File: src/rtl/core/lplg_pkg.sv
// ----------------------------------------------------------------------------
// lplg_pkg: shared types and constants for the long-press latch gate
// Request and result payloads, register indexes and time-width constants.
// ----------------------------------------------------------------------------
package lplg_pkg;

	// Timestamp width actually used (16..64); now_ms keeps its full 64 bits.
	localparam int TIME_BITS = 64;
	localparam int CFG_W     = 32;
	// Width that holds both a timestamp and a 32-bit register value.
	localparam int CMP_W     = (TIME_BITS > CFG_W) ? TIME_BITS : CFG_W;
	localparam int SUM_W     = CMP_W + 1;

	localparam logic [TIME_BITS-1:0] TIME_MAX = {TIME_BITS{1'b1}};

	localparam logic [CFG_W-1:0] SAMPLE_INTERVAL_RST = 32'd10;
	localparam logic [CFG_W-1:0] HOLD_TIME_RST       = 32'd3000;

	typedef enum logic [0:0] {
		REG_SAMPLE_INTERVAL = 1'b0,
		REG_HOLD_TIME       = 1'b1
	} cfg_reg_t;

	typedef enum logic [2:0] {
		MODE_IDLE    = 3'b001,
		MODE_PENDING = 3'b010,
		MODE_LATCHED = 3'b100
	} gate_mode_t;

	typedef struct packed {
		logic [63:0] now_ms;
		logic        pressed;
	} sample_t;

	typedef struct packed {
		logic        status;
		logic        activated;
		logic        latched;
		logic [63:0] next_deadline;
	} result_t;

endpackage

File: src/rtl/core/long_press_latch_gate.sv
// ----------------------------------------------------------------------------
// long_press_latch_gate: rate-limited long-press detector with a sticky latch
// Takes timestamped button samples, drops those that are not yet due, and
// latches for good once a press has been held for hold_time milliseconds.
// ----------------------------------------------------------------------------
//
//  channel   direction  handshake                    payload
//  sample    in         sample_valid / sample_ready  sample_t (now_ms, pressed)
//  result    out        result_valid / result_ready  result_t (status, activated,
//                                                      latched, next_deadline)
//  cfg       in         cfg_write                    cfg_index, cfg_data
//
//  One request per cycle sustained while results are taken; result_valid
//  rises once the request has passed the input register and then the
//  result register.
//  The whole per-request update (64-bit compares, one saturating add, one
//  subtract) sits between the s1 register and the result register.
//  Reset (arst_n low) clears the gate state and loads the register defaults.
//  A stalled result holds both stages; s1 still takes a request while the
//  result register is full but about to be taken.
//
module long_press_latch_gate
	import lplg_pkg::*;
(
	input  logic               clk,
	input  logic               arst_n,

	input  logic               sample_valid,
	output logic               sample_ready,
	input  sample_t            sample,

	output logic               result_valid,
	input  logic               result_ready,
	output result_t            result,

	input  logic               cfg_write,
	input  logic               cfg_index,
	input  logic [CFG_W-1:0]   cfg_data
);

	// configuration
	logic [CFG_W-1:0]     sample_interval_q;
	logic [CFG_W-1:0]     hold_time_q;

	// gate state
	gate_mode_t           mode_q;
	logic                 seen_q;
	logic [TIME_BITS-1:0] last_time_q;
	logic [TIME_BITS-1:0] due_time_q;
	logic [TIME_BITS-1:0] press_start_q;

	// stage 1: accepted request
	logic                 valid_s1;
	sample_t              sample_s1;

	// result register
	logic                 result_valid_q;
	result_t              result_q;

	logic                 advance;

	// next-state logic
	logic [TIME_BITS-1:0] now;
	logic                 backwards;
	logic                 due;
	logic [SUM_W-1:0]     dl_sum;
	logic [TIME_BITS-1:0] dl_next;
	logic [TIME_BITS-1:0] held;
	logic                 hold_met;

	gate_mode_t           mode_d;
	logic                 seen_d;
	logic [TIME_BITS-1:0] last_time_d;
	logic [TIME_BITS-1:0] due_time_d;
	logic [TIME_BITS-1:0] press_start_d;
	logic                 status_d;
	logic                 activated_d;

	// s1 moves on when the result register is free or being emptied
	assign advance      = valid_s1 && (!result_valid_q || result_ready);
	assign sample_ready = !valid_s1 || advance;
	assign result_valid = result_valid_q;
	assign result       = result_q;

	always_ff @(posedge clk or negedge arst_n) begin
		if (!arst_n) begin
			sample_interval_q <= SAMPLE_INTERVAL_RST;
			hold_time_q       <= HOLD_TIME_RST;
		end else if (cfg_write) begin
			case (cfg_index)
				REG_SAMPLE_INTERVAL: sample_interval_q <= cfg_data;
				REG_HOLD_TIME:       hold_time_q       <= cfg_data;
				default:             ;
			endcase
		end
	end

	always_comb begin
		now       = sample_s1.now_ms[TIME_BITS-1:0];
		backwards = seen_q && (now < last_time_q);
		// due: first sample, time went back, or deadline reached; a last
		// sample at the time maximum blocks all but a step backwards
		due       = !seen_q || backwards ||
			((last_time_q != TIME_MAX) && (now >= due_time_q));

		// saturating deadline
		dl_sum  = SUM_W'(now) + SUM_W'(sample_interval_q);
		dl_next = (dl_sum > SUM_W'(TIME_MAX)) ? TIME_MAX : dl_sum[TIME_BITS-1:0];

		held     = now - press_start_q;
		hold_met = CMP_W'(held) >= CMP_W'(hold_time_q);

		mode_d        = mode_q;
		seen_d        = seen_q;
		last_time_d   = last_time_q;
		due_time_d    = due_time_q;
		press_start_d = press_start_q;
		status_d      = 1'b0;
		activated_d   = 1'b0;

		if (mode_q == MODE_LATCHED) begin
			// frozen, always ok
		end else if (!due) begin
			status_d = 1'b1;
		end else begin
			seen_d      = 1'b1;
			last_time_d = now;
			due_time_d  = dl_next;
			if (!sample_s1.pressed) begin
				mode_d        = MODE_IDLE;
				press_start_d = '0;
			end else if (backwards || mode_q != MODE_PENDING) begin
				// a backwards step drops tracking, so this is a first press
				mode_d        = MODE_PENDING;
				press_start_d = now;
			end else if (hold_met) begin
				mode_d      = MODE_LATCHED;
				activated_d = 1'b1;
			end
		end
	end

	always_ff @(posedge clk or negedge arst_n) begin
		if (!arst_n) begin
			mode_q         <= MODE_IDLE;
			seen_q         <= 1'b0;
			last_time_q    <= '0;
			due_time_q     <= '0;
			press_start_q  <= '0;
			valid_s1       <= 1'b0;
			result_valid_q <= 1'b0;
		end else begin
			if (sample_ready) begin
				valid_s1 <= sample_valid;
			end
			if (advance) begin
				mode_q         <= mode_d;
				seen_q         <= seen_d;
				last_time_q    <= last_time_d;
				due_time_q     <= due_time_d;
				press_start_q  <= press_start_d;
				result_valid_q <= 1'b1;
			end else if (result_ready) begin
				result_valid_q <= 1'b0;
			end
		end
	end

	// payload registers
	always_ff @(posedge clk) begin
		if (sample_valid && sample_ready) begin
			sample_s1 <= sample;
		end
		if (advance) begin
			result_q.status        <= status_d;
			result_q.activated     <= activated_d;
			result_q.latched       <= (mode_d == MODE_LATCHED);
			result_q.next_deadline <= 64'(due_time_d);
		end
	end

endmodule

File: config.mk
export PLATFORM = sky130hd
export DESIGN_NAME = long_press_latch_gate
export DESIGN_NICKNAME = d
export VERILOG_FILES = /design/src/rtl/core/lplg_pkg.sv /design/src/rtl/core/long_press_latch_gate.sv
export SDC_FILE = /design/constraint.sdc
export NUM_CORES = 1
export LEC_CHECK = 0
export ABC_AREA = 1
export BUFFER_PORTS_ARGS = -buffer_cell sky130_fd_sc_hd__buf_4
export CAP_MARGIN = 20
export CORE_UTILIZATION = 35
export CTS_CLUSTER_DIAMETER = 30
export DETAILED_ROUTE_END_ITERATION = 12
export GPL_ROUTABILITY_DRIVEN = 0
export PLACE_DENSITY = 0.59
export SLEW_MARGIN = 20
export SYNTH_ARGS = -nofsm -noshare
export SYNTH_HDL_FRONTEND = slang
export SYNTH_SLANG_ARGS = --single-unit
export TNS_END_PERCENT = 5
File: constraint.sdc
create_clock -name clk -period 4.1 [get_ports clk]
set_input_delay 0.205 -clock clk [delete_from_list [all_inputs] [get_ports clk]]
set_output_delay 0.205 -clock clk [all_outputs]
set_load 0.01 [all_outputs]
==> results.cfg <==
[place]
post-place-ws_ps = 218
placed_cell_area_um2 = 30600
io_buffers = 171
dp_hpwl_mm = 70.9

[critical_path]
worstPathRequired_ps = 4490
critPathLaunchType = flop
end_kind = flop
critPathArrivalTime_ps = 4280
crit_type = reg -> reg
crit_fanout = 4

[floorplan]
die_area_um2 = 79900
start_util_pct = 35.5
die_h_um = 283
io_pins = 172
die_x_um = 283
rows = 102
coreArea_um2 = 77700

[clocking]
cts_max_level = 3
clk_pin_slew_ps = 50
root_buffer = clkbuf_16
ctsLongestPathBuffers = 3
post_cts_buffers = 0
numCtsBuffers = 88
clock_sinks = 394
insertion_delay_ps = 640
cts_tree = yes

[finish]
antenna_cells = 0
synthToLayoutAreaGrowth_pct = 26.1
fin_area_um2 = 34800
fin_nets = 4481
final_common_cell = nand2_1
final_cell_mix = nand2_1 (1,125), inv_1 (653), ha_1 (252), dfrtp_1 (252), nor2_1 (245)
drive_gt1_share_pct = 12.3

[drt]
drt_first_pass_iters = 7
drt_wl_total_mm = 90.8
drc = 0
drt_iter0_markers = 2088
num_vias = 25900
ant_nets = 0
routedWlPerCell_um = 17.3
via_per_inst = 4.95

[logic_synthesis]
ys_seq_area_share_pct = 38.2
ys_dominant_reg_cell = dfrtp_1
ys_async_sr_fraction_pct = 66.5
synth_warnings = 0
synth_cell_types = 52
synthCells = 3748
syn_area_um2 = 27600
ys_ff_latch = 394
syn_avg_cell_area_um2 = 7.36
syn_nets = 4107
synth_edf_count = 132

[min_path]
hold_class = in -> async

[grt]
grt_overflow = 0
grt_pass1_wl_mm = 141
grt_antenna_before_repair = 4
grt_max_degree = 119
grt_pass1_vias = 25300
grt.total_usage_pct = 23.0

[timing]
maxSlewViolCount = 0
maxSlewHeadroom_pct = 28.0
max_freq_mhz = 257
min_period_ps = 3890
finalSetupViolations = 0
hold_viol = 0
clock_skew_ps = 30.6
fin_crit_sh_pct = 94.9
setup_ws_ps = 207
tightest_slew_ps = 1080

[pwr]
p_per_area_nw_per_um2 = 723
ir_drop_uv = 427
leakagePower_nw = 17.3

[run_status]
outcome = finished clean

[run]
drv_cap = 0
-- worst max-delay path, cell delays in order (launching register included) --
cell and delay (ps):
edfxtp_1 420, ha_1 380, nand2_1 150, inv_1 50, nand2_1 60, nand3_1 120, a21oi_1 370, nand3_2 190
buf_4 190, xor2_1 140, ha_1 290, nand2_1 60, nor2_1 50, nor4_1 260, nand2_1 140, nand2_1 80
nand2_1 50, nor2_1 80, nand2_1 70, nor2_2 100, nand2_2 130, nand3_2 100, nand2_1 70, nand2_1 60
nor2_1 30
-- metal layers --
metal / routed length [um] / GRT usage, % / up-vias
li1: - / - / 12800
met1: 41000 / 31.1 / 12100
met2: 41200 / 36.9 / 827
met3: 5770 / 3.33 / 163
met4: 2830 / 8.59 / 0
met5: 0 / 0 / -
-- synthesized netlist by cell type, types with 3 or more instances --
library cell     n  area share, %
xor2_1          56            1.8
a21o_1           5           0.14
ha_1           254             12
o21ai_2         17           0.54
inv_1          655            8.9
nand3_2         16           0.58
nor2_1         248            3.4
inv_2            5          0.068
nor2_2           6           0.14
nor4_1          19           0.43
nand3b_1        14           0.38
nand2_2         17           0.39
a21oi_1        186            3.4
nor3_2           3           0.11
o21bai_1        11           0.30
buf_2           37           0.67
edfxtp_1       132             14
a211oi_1         5           0.14
buf_4            3          0.082
nand3_1        107            1.9
o21ai_1        227            4.1
xnor2_1         20           0.64
nor3_1          43           0.78
nand4_1         38           0.86
dfrtp_1        252             23
o21ai_0        153            2.8
nand2_1       1129             15
o21a_1          10           0.27
buf_6            8           0.33
clkbuf_1        23           0.31
o211ai_1         6           0.16
dfstp_2         10           0.95
o22ai_1          3          0.068
-- metrics by stage --
step	util, %	hold slack (ps)	power (W)	cells	setup TNS, ps
6_report	44.7	241	0.0251	5236	0
5_1_grt	44.7	281	0.0271	5236	-5.31
4_1_cts	44.7	257	0.0252	5236	0
3_5_place_dp	39.3	384	0.0175	4970	0
3_3_place_gp	39.3	384	0.0173	4970	0
2_1_floorplan	-	-90.6	0.0140	3748	0
-- path summary, 6_finish.rpt --
check	endpoint	cells past startpoint	slack, ps	startpoint
max in group asynchronous	due_time_q[53]	3	2820	arst_n
setup / recovery	result[64]	24	210	now[21]
setup reg to reg	result[64]	24	210	now[21]
hold reg to reg	hold_time_q[26]	2	480	hold_time_q[26]
min in group clk	hold_time_q[4]	4	240	cfg_write
hold / removal	due_time_q[7]	2	240	arst_n
-- cells by family (layout without fill, tap and decap cells) --
kind of cell    count (synthesis)  count (layout)  share of synthesized area, %
flops                         394             394                          38.2
buf+inv                       732            1180                          10.4
simple gates                 1653            1653                          24.9
xor+xnor                       76              76                          2.41
compound gates                637             637                          12.4
fa+ha+maj                     256             256                          11.7
-- repair_timing --
item                                    CTS  global route
hold endpoints to repair                236             0
gates resized for setup                   0             8
endpoints found under the setup margin    0             3
hold buffers                            102             0
-- registers in the layout, summed over array words and instances, names as in the netlist --
signal             flops
due_time_q            64
hold_time_q           32
last_time_q           64
mode_q                 3
now                   64
press_start_q         64
result                67
result_valid           1
sample_interval_q     32
sample_s1              1
seen_q                 1
valid_s1               1
-- power by group --
group / switching (W) / internal [W] / leakage [nW] / total, W
clock: 0.00247 / 0.00498 / 1.50 / 0.00746
sequential: 0.000652 / 0.00559 / 4.53 / 0.00624
combinational: 0.00731 / 0.00413 / 11.2 / 0.0114
total: 0.0104 / 0.0147 / 17.3 / 0.0251
-- cell type report --
| class | instances | area, um^2 |
|---|---|---|
| Sequential cell | 394 | 10500 |
| Multi-Input combinational cell | 2622 | 14200 |
| Clock buffer | 103 | 2360 |
| Tap cell | 1040 | 1300 |
| Fill cell | 7731 | 42900 |
| Inverter | 660 | 2480 |
| Timing Repair Buffer | 356 | 3100 |
| Clock inverter | 61 | 785 |
Power figures use the tool's default switching activity.
